`src/rtl/ctok_pkg.sv`:
```
// ----------------------------------------------------------------------------
// ctok_pkg
// Shared types, character codes and classification functions for the
// C source tokenizer.
// ----------------------------------------------------------------------------
package ctok_pkg;

  localparam int unsigned RunMax = 5;
  localparam int unsigned CntW   = $clog2(RunMax + 1);

  localparam logic [7:0] CH_TAB    = 8'h09;
  localparam logic [7:0] CH_LF     = 8'h0a;
  localparam logic [7:0] CH_SPACE  = 8'h20;
  localparam logic [7:0] CH_BANG   = 8'h21;
  localparam logic [7:0] CH_QUOTE  = 8'h22;
  localparam logic [7:0] CH_HASH   = 8'h23;
  localparam logic [7:0] CH_PCT    = 8'h25;
  localparam logic [7:0] CH_AMP    = 8'h26;
  localparam logic [7:0] CH_LPAREN = 8'h28;
  localparam logic [7:0] CH_RPAREN = 8'h29;
  localparam logic [7:0] CH_STAR   = 8'h2a;
  localparam logic [7:0] CH_PLUS   = 8'h2b;
  localparam logic [7:0] CH_COMMA  = 8'h2c;
  localparam logic [7:0] CH_MINUS  = 8'h2d;
  localparam logic [7:0] CH_DOT    = 8'h2e;
  localparam logic [7:0] CH_SLASH  = 8'h2f;
  localparam logic [7:0] CH_COLON  = 8'h3a;
  localparam logic [7:0] CH_SEMI   = 8'h3b;
  localparam logic [7:0] CH_LT     = 8'h3c;
  localparam logic [7:0] CH_EQ     = 8'h3d;
  localparam logic [7:0] CH_GT     = 8'h3e;
  localparam logic [7:0] CH_QMARK  = 8'h3f;
  localparam logic [7:0] CH_LBRACK = 8'h5b;
  localparam logic [7:0] CH_BSLASH = 8'h5c;
  localparam logic [7:0] CH_RBRACK = 8'h5d;
  localparam logic [7:0] CH_CARET  = 8'h5e;
  localparam logic [7:0] CH_LBRACE = 8'h7b;
  localparam logic [7:0] CH_PIPE   = 8'h7c;
  localparam logic [7:0] CH_RBRACE = 8'h7d;
  localparam logic [7:0] CH_TILDE  = 8'h7e;

  typedef enum logic [1:0] {
    MODE_NORMAL  = 2'd0,
    MODE_STRING  = 2'd1,
    MODE_COMMENT = 2'd2
  } lex_mode_t;

  typedef struct packed {
    logic                         load;
    logic [CntW-1:0]              count;
    logic [RunMax-1:0][7:0]       bytes;
  } lex_emit_t;

  function automatic logic is_space(logic [7:0] c);
    return (c == CH_SPACE) || (c == CH_TAB) || (c == CH_LF);
  endfunction

  function automatic logic is_punct(logic [7:0] c);
    return (c == CH_HASH) || (c == CH_LPAREN) || (c == CH_LBRACK) ||
           (c == CH_LBRACE) || (c == CH_COLON) || (c == CH_RPAREN) ||
           (c == CH_RBRACK) || (c == CH_RBRACE) || (c == CH_SEMI) ||
           (c == CH_DOT) || (c == CH_COMMA) || (c == CH_STAR);
  endfunction

  function automatic logic is_op(logic [7:0] c);
    return (c == CH_PLUS) || (c == CH_MINUS) || (c == CH_EQ) || (c == CH_AMP) ||
           (c == CH_PIPE) || (c == CH_CARET) || (c == CH_PCT) || (c == CH_BANG) ||
           (c == CH_QMARK) || (c == CH_LT) || (c == CH_GT) || (c == CH_TILDE);
  endfunction

  function automatic logic takes_eq(logic [7:0] c);
    return (c == CH_PLUS) || (c == CH_MINUS) || (c == CH_STAR) ||
           (c == CH_SLASH) || (c == CH_GT) || (c == CH_LT) || (c == CH_BANG);
  endfunction

  function automatic lex_emit_t push(lex_emit_t e, logic [7:0] v);
    lex_emit_t r;
    r = e;
    r.bytes[r.count] = v;
    r.count = r.count + CntW'(1);
    return r;
  endfunction

endpackage

```
`src/rtl/ctok_if.sv`:
```
// ----------------------------------------------------------------------------
// ctok_if
// Valid/ready channels for source bytes in and token bytes out.
// ----------------------------------------------------------------------------
interface ctok_in_if;
  logic       valid;
  logic       ready;
  logic [7:0] source_byte;
  logic       line_end;

  modport source (output valid, output source_byte, output line_end, input ready);
  modport sink   (input valid, input source_byte, input line_end, output ready);
endinterface

interface ctok_out_if;
  logic       valid;
  logic       ready;
  logic [7:0] out_byte;
  logic       run_last;

  modport source (output valid, output out_byte, output run_last, input ready);
  modport sink   (input valid, input out_byte, input run_last, output ready);
endinterface

```
`src/rtl/ctok_lexer.sv`:
```
// ----------------------------------------------------------------------------
// ctok_lexer
// Lexer state registers and the single-pass byte classifier that builds the
// run of output bytes for one request.
// ----------------------------------------------------------------------------
module ctok_lexer
  import ctok_pkg::*;
(
  input  logic       clk,
  input  logic       rst_n,
  input  logic       accept,
  input  logic [7:0] src,
  input  logic       le,
  output lex_emit_t  emit
);

  lex_mode_t  mode_r, mode_nxt;
  logic       lwb_r, lwb_nxt;
  logic [7:0] held_r, held_nxt;
  logic       hv_r, hv_nxt;
  logic       bs_r, bs_nxt;
  logic       star_r, star_nxt;

  always_comb begin
    lex_emit_t e;
    logic      do_norm;
    e        = '0;
    do_norm  = 1'b0;
    mode_nxt = mode_r;
    lwb_nxt  = lwb_r;
    held_nxt = held_r;
    hv_nxt   = hv_r;
    bs_nxt   = bs_r;
    star_nxt = star_r;

    if (mode_r == MODE_STRING) begin
      if ((src == CH_QUOTE) && !bs_r) mode_nxt = MODE_NORMAL;
      e       = push(e, src);
      lwb_nxt = (src == CH_LF);
      bs_nxt  = (src == CH_BSLASH) && !bs_r;
    end else if (mode_r == MODE_COMMENT) begin
      if (star_r && (src == CH_SLASH)) begin
        mode_nxt = MODE_NORMAL;
        star_nxt = 1'b0;
      end else begin
        star_nxt = (src == CH_STAR);
      end
    end else if (hv_r) begin
      hv_nxt   = 1'b0;
      held_nxt = '0;
      if ((held_r == CH_SLASH) && (src == CH_STAR)) begin
        mode_nxt = MODE_COMMENT;
        star_nxt = 1'b0;
      end else if ((held_r != CH_SLASH) &&
                   ((src == held_r) || ((src == CH_EQ) && takes_eq(held_r)))) begin
        if (!lwb_nxt) e = push(e, CH_LF);
        e       = push(e, held_r);
        e       = push(e, src);
        e       = push(e, CH_LF);
        lwb_nxt = 1'b1;
      end else begin
        if (!lwb_nxt) e = push(e, CH_LF);
        e       = push(e, held_r);
        e       = push(e, CH_LF);
        lwb_nxt = 1'b1;
        do_norm = 1'b1;
      end
    end else begin
      do_norm = 1'b1;
    end

    if (do_norm) begin
      if (is_space(src)) begin
        if (!lwb_nxt) e = push(e, CH_LF);
        lwb_nxt = 1'b1;
      end else if (is_punct(src)) begin
        if (!lwb_nxt) e = push(e, CH_LF);
        e       = push(e, src);
        e       = push(e, CH_LF);
        lwb_nxt = 1'b1;
      end else if (src == CH_QUOTE) begin
        if (!lwb_nxt) e = push(e, CH_LF);
        e        = push(e, src);
        lwb_nxt  = 1'b0;
        mode_nxt = MODE_STRING;
        bs_nxt   = 1'b0;
      end else if (is_op(src) || (src == CH_SLASH)) begin
        if (le) begin
          if (!lwb_nxt) e = push(e, CH_LF);
          e       = push(e, src);
          e       = push(e, CH_LF);
          lwb_nxt = 1'b1;
        end else begin
          held_nxt = src;
          hv_nxt   = 1'b1;
        end
      end else begin
        e       = push(e, src);
        lwb_nxt = 1'b0;
      end
    end

    if (le) begin
      if (mode_nxt == MODE_COMMENT) begin
        star_nxt = 1'b0;
      end else if ((mode_nxt != MODE_STRING) && !hv_nxt) begin
        if (!lwb_nxt) e = push(e, CH_LF);
        lwb_nxt = 1'b1;
      end
    end

    e.load = accept;
    emit   = e;
  end

  always_ff @(posedge clk) begin
    if (!rst_n) begin
      mode_r <= MODE_NORMAL;
      lwb_r  <= 1'b0;
      held_r <= '0;
      hv_r   <= 1'b0;
      bs_r   <= 1'b0;
      star_r <= 1'b0;
    end else if (accept) begin
      mode_r <= mode_nxt;
      lwb_r  <= lwb_nxt;
      held_r <= held_nxt;
      hv_r   <= hv_nxt;
      bs_r   <= bs_nxt;
      star_r <= star_nxt;
    end
  end

endmodule

```
`src/rtl/ctok_outbuf.sv`:
```
// ----------------------------------------------------------------------------
// ctok_outbuf
// Result register: holds one run of token bytes and shifts it out one byte
// per transfer, flagging the last byte of the run.
// ----------------------------------------------------------------------------
module ctok_outbuf
  import ctok_pkg::*;
(
  input  logic         clk,
  input  logic         rst_n,
  input  lex_emit_t    emit,
  output logic         take_ok,
  ctok_out_if.source   out_rsp
);

  logic [CntW-1:0]        cnt_r, cnt_nxt;
  logic [RunMax-1:0][7:0] bytes_r, bytes_nxt;
  logic                   pop;

  assign out_rsp.valid    = (cnt_r != '0);
  assign out_rsp.out_byte = bytes_r[0];
  assign out_rsp.run_last = (cnt_r == CntW'(1));
  assign pop              = out_rsp.valid && out_rsp.ready;
  assign take_ok          = (cnt_r == '0) || ((cnt_r == CntW'(1)) && out_rsp.ready);

  always_comb begin
    cnt_nxt   = cnt_r;
    bytes_nxt = bytes_r;
    if (pop) begin
      cnt_nxt   = cnt_r - CntW'(1);
      bytes_nxt = {8'h00, bytes_r[RunMax-1:1]};
    end
    if (emit.load) begin
      cnt_nxt   = emit.count;
      bytes_nxt = emit.bytes;
    end
  end

  always_ff @(posedge clk) begin
    if (!rst_n) begin
      cnt_r <= '0;
    end else begin
      cnt_r <= cnt_nxt;
    end
  end

  always_ff @(posedge clk) begin
    bytes_r <= bytes_nxt;
  end

endmodule

```
`src/rtl/c_source_tokenizer_top.sv`:
```
// ----------------------------------------------------------------------------
// c_source_tokenizer_top
// Latency: a request's first output byte is valid the cycle after acceptance.
// Flow: a request produces k output bytes (k is at most 5); the next request
// is taken in the cycle the last byte of the current run is taken, set by the
// single result register.
// Reset: synchronous active-low rst_n clears lexer state and empties the
// result register; no clearing pass.
// ----------------------------------------------------------------------------
module c_source_tokenizer_top
  import ctok_pkg::*;
(
  input  logic        clk,
  input  logic        rst_n,
  ctok_in_if.sink     in_req,
  ctok_out_if.source  out_rsp
);

  logic      take_ok;
  logic      accept;
  lex_emit_t emit;

  assign in_req.ready = take_ok;
  assign accept       = in_req.valid && take_ok;

  ctok_lexer u_lexer (
    .clk    (clk),
    .rst_n  (rst_n),
    .accept (accept),
    .src    (in_req.source_byte),
    .le     (in_req.line_end),
    .emit   (emit)
  );

  ctok_outbuf u_outbuf (
    .clk     (clk),
    .rst_n   (rst_n),
    .emit    (emit),
    .take_ok (take_ok),
    .out_rsp (out_rsp)
  );

endmodule
```
`src/flat_wrapper.sv`:
```
// flat-port wrapper written by rule: the top's interface ports become plain ports
module c_source_tokenizer_top_flat import ctok_pkg::*;
  (clk, rst_n, in_req_valid, in_req_source_byte, in_req_line_end, in_req_ready, out_rsp_valid, out_rsp_out_byte, out_rsp_run_last, out_rsp_ready);
  ctok_in_if in_req_i ();
  ctok_out_if out_rsp_i ();
  input  logic clk;
  input  logic rst_n;
  input wire logic [$bits(in_req_i.valid)-1:0] in_req_valid;
  input wire logic [$bits(in_req_i.source_byte)-1:0] in_req_source_byte;
  input wire logic [$bits(in_req_i.line_end)-1:0] in_req_line_end;
  output wire logic [$bits(in_req_i.ready)-1:0] in_req_ready;
  output wire logic [$bits(out_rsp_i.valid)-1:0] out_rsp_valid;
  output wire logic [$bits(out_rsp_i.out_byte)-1:0] out_rsp_out_byte;
  output wire logic [$bits(out_rsp_i.run_last)-1:0] out_rsp_run_last;
  input wire logic [$bits(out_rsp_i.ready)-1:0] out_rsp_ready;
  assign in_req_i.valid = in_req_valid;
  assign in_req_i.source_byte = in_req_source_byte;
  assign in_req_i.line_end = in_req_line_end;
  assign in_req_ready = in_req_i.ready;
  assign out_rsp_valid = out_rsp_i.valid;
  assign out_rsp_out_byte = out_rsp_i.out_byte;
  assign out_rsp_run_last = out_rsp_i.run_last;
  assign out_rsp_i.ready = out_rsp_ready;
  c_source_tokenizer_top u_core (.clk(clk), .rst_n(rst_n), .in_req(in_req_i), .out_rsp(out_rsp_i));
endmodule
```
`config.mk`:
```
export PLATFORM = sky130hd
export DESIGN_NAME = c_source_tokenizer_top_flat
export DESIGN_NICKNAME = d
export VERILOG_FILES = /design/src/rtl/ctok_pkg.sv /design/src/rtl/ctok_if.sv /design/src/rtl/ctok_lexer.sv /design/src/rtl/ctok_outbuf.sv /design/src/rtl/c_source_tokenizer_top.sv /design/src/flat_wrapper.sv
export SDC_FILE = /design/constraint.sdc
export NUM_CORES = 1
export LEC_CHECK = 0
export BUFFER_PORTS_ARGS = -buffer_cell sky130_fd_sc_hd__buf_2
export CORE_MARGIN = 1
export CORE_UTILIZATION = 55
export DETAILED_ROUTE_END_ITERATION = 12
export GPL_TIMING_DRIVEN = 0
export PLACE_DENSITY = 0.77
export SYNTH_ARGS = -nofsm -noshare
export SYNTH_HDL_FRONTEND = slang
export SYNTH_HIERARCHICAL = 1
export SYNTH_SLANG_ARGS = --single-unit
```
`constraint.sdc`:
```
create_clock -name clk -period 13.1 [get_ports clk]
set_input_delay 2.62 -clock clk [delete_from_list [all_inputs] [get_ports clk]]
set_output_delay 2.62 -clock clk [all_outputs]
set_load 0.01 [all_outputs]
```
==> results.txt <==
The run gives 57 as the CTS sink count. The floorplan has 35 rows. The overall die width was 101.3 um. The layout has 829 filler cells. For the final routed database, the setup TNS stands at 0 ns.

The worst IR drop on VDD came out at 0.2118 mV. The logs give 8.56 ns for the data arrival time of the critical path and 0 for the count of buffers added by post-CTS timing repair for setup. The total leakage power is 2.142 nW.

met2 is the most crowded layer. The run gives 0.2840 as the post-synthesis sequential area ratio. Entering global routing, the biggest net connects 41 pins.

The HPWL after detailed placement is 14.22 mm. Counting along the longest clock path gives a buffer depth of 2. In this run the cell area measured after placement is 5699 um^2.

The run gives 0.5069 as the met1 layer usage reported by global route. The run gives 0.4873 ns as the worst slack on hold paths. The final layout contains routed wiring with a total length of 19.17 mm. In this design, the critical path's most frequently occurring cell is clkbuf_1. The power per cell area came out at 194.4 nW/um^2. By count the netlist is led by nand2_1, nor2_1, edfxtp_1. For this run, the slowest stage of the critical path takes 0.45 ns. The synthesized design contains 40 enable-type register cells.

The fraction of power spent switching nets was 0.4450; the clock network fraction of total power was 0.143. STA classifies the critical path startpoint as a primary input. The slowest stage of the critical path is the clkbuf_1 cell. The logs give 0.285 for the sequential share of power and 7 for the number of detailed-route iterations in the first pass. Data on the critical path is required at its endpoint by 13.20 ns. The final design instance area without fill was 5887 um^2; the overall die area was 10270 um^2. The final global-route overflow total was 0; the total via count after detailed routing was 5859. The H-tree generated during clock tree synthesis spans 3 levels. The tools report the worst setup slack for register-to-register paths as 6.93 ns. Traced cell by cell, the critical path runs through clkbuf_1 -> clkbuf_1 -> xnor2_1 -> nand4_1 -> o22ai_1 -> and2_1 -> clkbuf_1 -> ha_1 -> nand3_1 -> o21a_1 -> inv_1 -> o21a_1 -> buf_2 -> ha_1 -> nand2_1 -> a2111o_1 -> o211a_2 -> a311o_1 -> a211o_1 -> nand2_1 -> buf_2 -> o22ai_1 -> mux2_2. In this run the mean area of a mapped cell was 8.249 um^2.

The tools report the mapped cell area as 5428 um^2. The top-area cell type share of the netlist area was 0.2213; the antenna diode instance count was 0. The hold violation total from the final report is 0, and the placeable core region is 9415 um^2. The global-route total usage across every layer is 0.3847. The critical path is of the in -> reg type. Along the worst path, the maximum fanout reaches 11. Depth of the worst hold-timing path: 2.

24 I/O pins were placed. The clock reaches the later pin of the worst-skew pair after 0.34 ns. Derived from the worst setup path, the maximum achievable clock frequency is 118.2 MHz. The combinational cell fraction of total power came out at 0.572. The worst hold path terminates at u_core/u_lexer/bs_r. The largest total area in the synthesized netlist belongs to edfxtp_1.

The flip-flop cell with the highest count after synthesis was edfxtp_1. The number of global-route vias before repair is 5363, and the number of hold buffers added after cts is 0. The detailed-route wire length per cell was 23.29 um; the final max-slew violation count was 0. Fraction of final layout cells sized beyond drive strength 1: 0.1499. The antenna violation net count after detailed routing came out at 0.

The internal portion of the total power is 0.0006352 W. TritonCTS built the clock tree. Clock-pin slew was measured on the worst setup and hold paths at 0.08 ns. The max-slew headroom at the worst pin came out at 0.02198.

Yosys printed 6 warnings. The count of port buffers added during placement came out at 20. Setup violations remaining at the end of the flow were counted as 0.

Transition time at the pin with the least slew margin: 1.456 ns. Post-CTS repair changed the size of 0 cells. Using the TritonRoute via totals, the vias-per-cell ratio works out to 7.119.

Initial cell density of the core: 0.5765. In this run the critical register-to-register path is captured at u_core/u_outbuf/bytes_r[9]. Setup repair after global routing left no endpoint under its margin. Cell at the root of the clock tree: clkbuf_8. The synthesized-area fraction occupied by ao, oa, aoi and oai cells works out to 0.2755. The tools report the net count of the finished layout as 711. Counting every instance in the synthesized netlist gives 658. The portion of the clock cycle consumed by the worst path in the final layout was 0.6460; the starting DRC count in detailed routing was 658. The path class of the tightest hold or removal check is reg -> reg. Worst clock skew: 0.01427 ns. The logic depth of the worst register-to-register path is 22, and the switching power is 0.0005093 W. Across the run, the number of max-cap violations was 0.

After synthesis, the largest family of logic cells by area is compound AO/OA/AOI/OAI gates. The area fraction in and, or, nand and nor cells after synthesis was 0.2485; the final RePlAce weighted congestion was 1.003. Counting distinct cell types in the post-synthesis netlist gives 80.

The sort of element at the end of the critical path is a flip-flop. The tools report the hold path startpoint as u_core/u_lexer/bs_r. The post-synthesis register bit count was 57.

Area growth from synthesis to final layout: 8.460%. The most frequent cell after synthesis is nand2_1. The number of antenna violations at the first check in global routing came out at 0.

The met2 global-route usage came out at 0.5850. The xor and xnor area share after synthesis came out at 0.02259. The die is 101.3 um tall. The run finished with clean final reports.

The first global-routing pass estimated 29.50 mm of wire. For the number of DRC violations after detailed routing, the log shows 0. By area the synthesized netlist is led by edfxtp_1, mux2_2, dfxtp_1. For the met3 track demand over resource, the log shows 0.07522. The reg-to-reg critical path startpoint was u_core/u_lexer/held_r[0]. The share of flip-flops with an asynchronous set or reset works out to 0. TritonCTS created 9 clock buffers. Counting I/O delays and the setup requirement, the final critical path takes 8.463 ns.

The share of synthesized cell area in full adder, half adder and majority cells works out to 0.02259. The mux cell area share after synthesis was 0.07215; the number of nets in the synthesized netlist was 680.
-- kinds of logic (layout without fill, tap and decap cells) --
| family | count (synthesis) | after routing |
|---|---|---|
| xor gates and xnor gates | 14 | 14 |
| and+or+nand+nor | 252 | 252 |
| DFF | 57 | 57 |
| muxes | 35 | 35 |
| adders and majority gates | 10 | 10 |
| buffers and inverters | 82 | 118 |
| AOI/OAI and AO/OA | 208 | 208 |
-- power by group through the flow --
stage               clock network, W  registers [W]  logic [W]
floorplan                          0       0.000319   0.000463
global placement                   0       0.000325   0.000615
detailed placement                 0       0.000329   0.000631
CTS                         0.000166       0.000325   0.000634
global route                0.000172       0.000329   0.000699
finish                      0.000164       0.000326   0.000655
-- worst max-delay path: cells and delay by family --
family                     cells  cell delay [ns]
AOI/OAI and AO/OA              8             2.27
buffers and inverters          6             1.96
and+or+nand+nor                5             0.75
adders and majority gates      2             0.45
muxes                          1             0.32
xor gates and xnor gates       1             0.18
-- cells in the final DEF (no fill, tap or decap), types with 9 or more instances in the layout --
cell      count
inv_1        21
xnor2_1      13
buf_4         9
a21oi_1      33
nor2b_1       9
edfxtp_1     40
dfxtp_1      17
o21ai_0      36
nand4_1      10
ha_1          9
o21a_1       12
nor2_1       48
nor3_1       15
o211ai_1      9
a211oi_1      9
mux2_2       32
clkbuf_1     39
clkbuf_8     11
and3_1       19
nor4_1        9
and2_1       19
a22oi_1      11
nand3_1      28
buf_2        25
nand2_1      52
-- layout make-up --
type,count,area (um^2),area share
clock inverter,6,60.06,0.01020
buffer,61,326.6,0.05547
tap,129,161.4,0.02742
multi-input combinational,519,3491,0.5930
inverter,21,78.83,0.01339
clock buffer,10,127.6,0.02168
sequential,57,1541,0.2618
timing repair buffer,20,100.1,0.01700
-- flip-flops by register name (all words and copies together) (netlist names) --
name and count:
u_core/u_outbuf/out_rsp.out_byte 8, u_core/u_lexer/held_r 8, u_core/u_outbuf/bytes_r 32, u_core/u_lexer/mode_r 2
u_core/u_lexer/star_r 1, u_core/u_lexer/hv_r 1, u_core/u_outbuf/cnt_r 3, u_core/u_lexer/lwb_r 1
u_core/u_lexer/bs_r 1
-- per-layer routing --
metal,wire [um],vias to the layer above,part of all wire
met1,7742,2777,0.40
li1,-,2575,-
met5,0,-,0
met2,8318,422,0.43
met3,2055,85,0.11
met4,1051,0,0.055
-- worst max-delay path by stage --
stage / from / endpoint / slack, ns / depth (start not counted)
final: in_req_source_byte[2] / u_core/u_outbuf/bytes_r[9] / 4.64 / 23
after global routing: in_req_source_byte[2] / u_core/u_outbuf/out_rsp.out_byte[2] / 4.44 / 20
after CTS: in_req_source_byte[2] / u_core/u_outbuf/bytes_r[9] / 4.87 / 23
after detailed placement: in_req_source_byte[2] / u_core/u_outbuf/bytes_r[9] / 4.53 / 23
after global placement: in_req_source_byte[2] / u_core/u_outbuf/bytes_r[19] / 4.56 / 23
after floorplan: in_req_source_byte[2] / u_core/u_outbuf/bytes_r[19] / 5.49 / 23
-- stage by stage --
stage / cells / total power, W / setup slack, ns / utilization
floorplan: 658 / 0.0007813 / 5.492 / -
global placement: 807 / 0.0009396 / 4.561 / 0.6043
detailed placement: 807 / 0.0009598 / 4.534 / 0.6053
CTS: 823 / 0.001125 / 4.868 / 0.6252
global route: 823 / 0.001201 / 4.440 / 0.6252
finish: 823 / 0.001144 / 4.637 / 0.6252
Power figures use the tool's default switching activity.
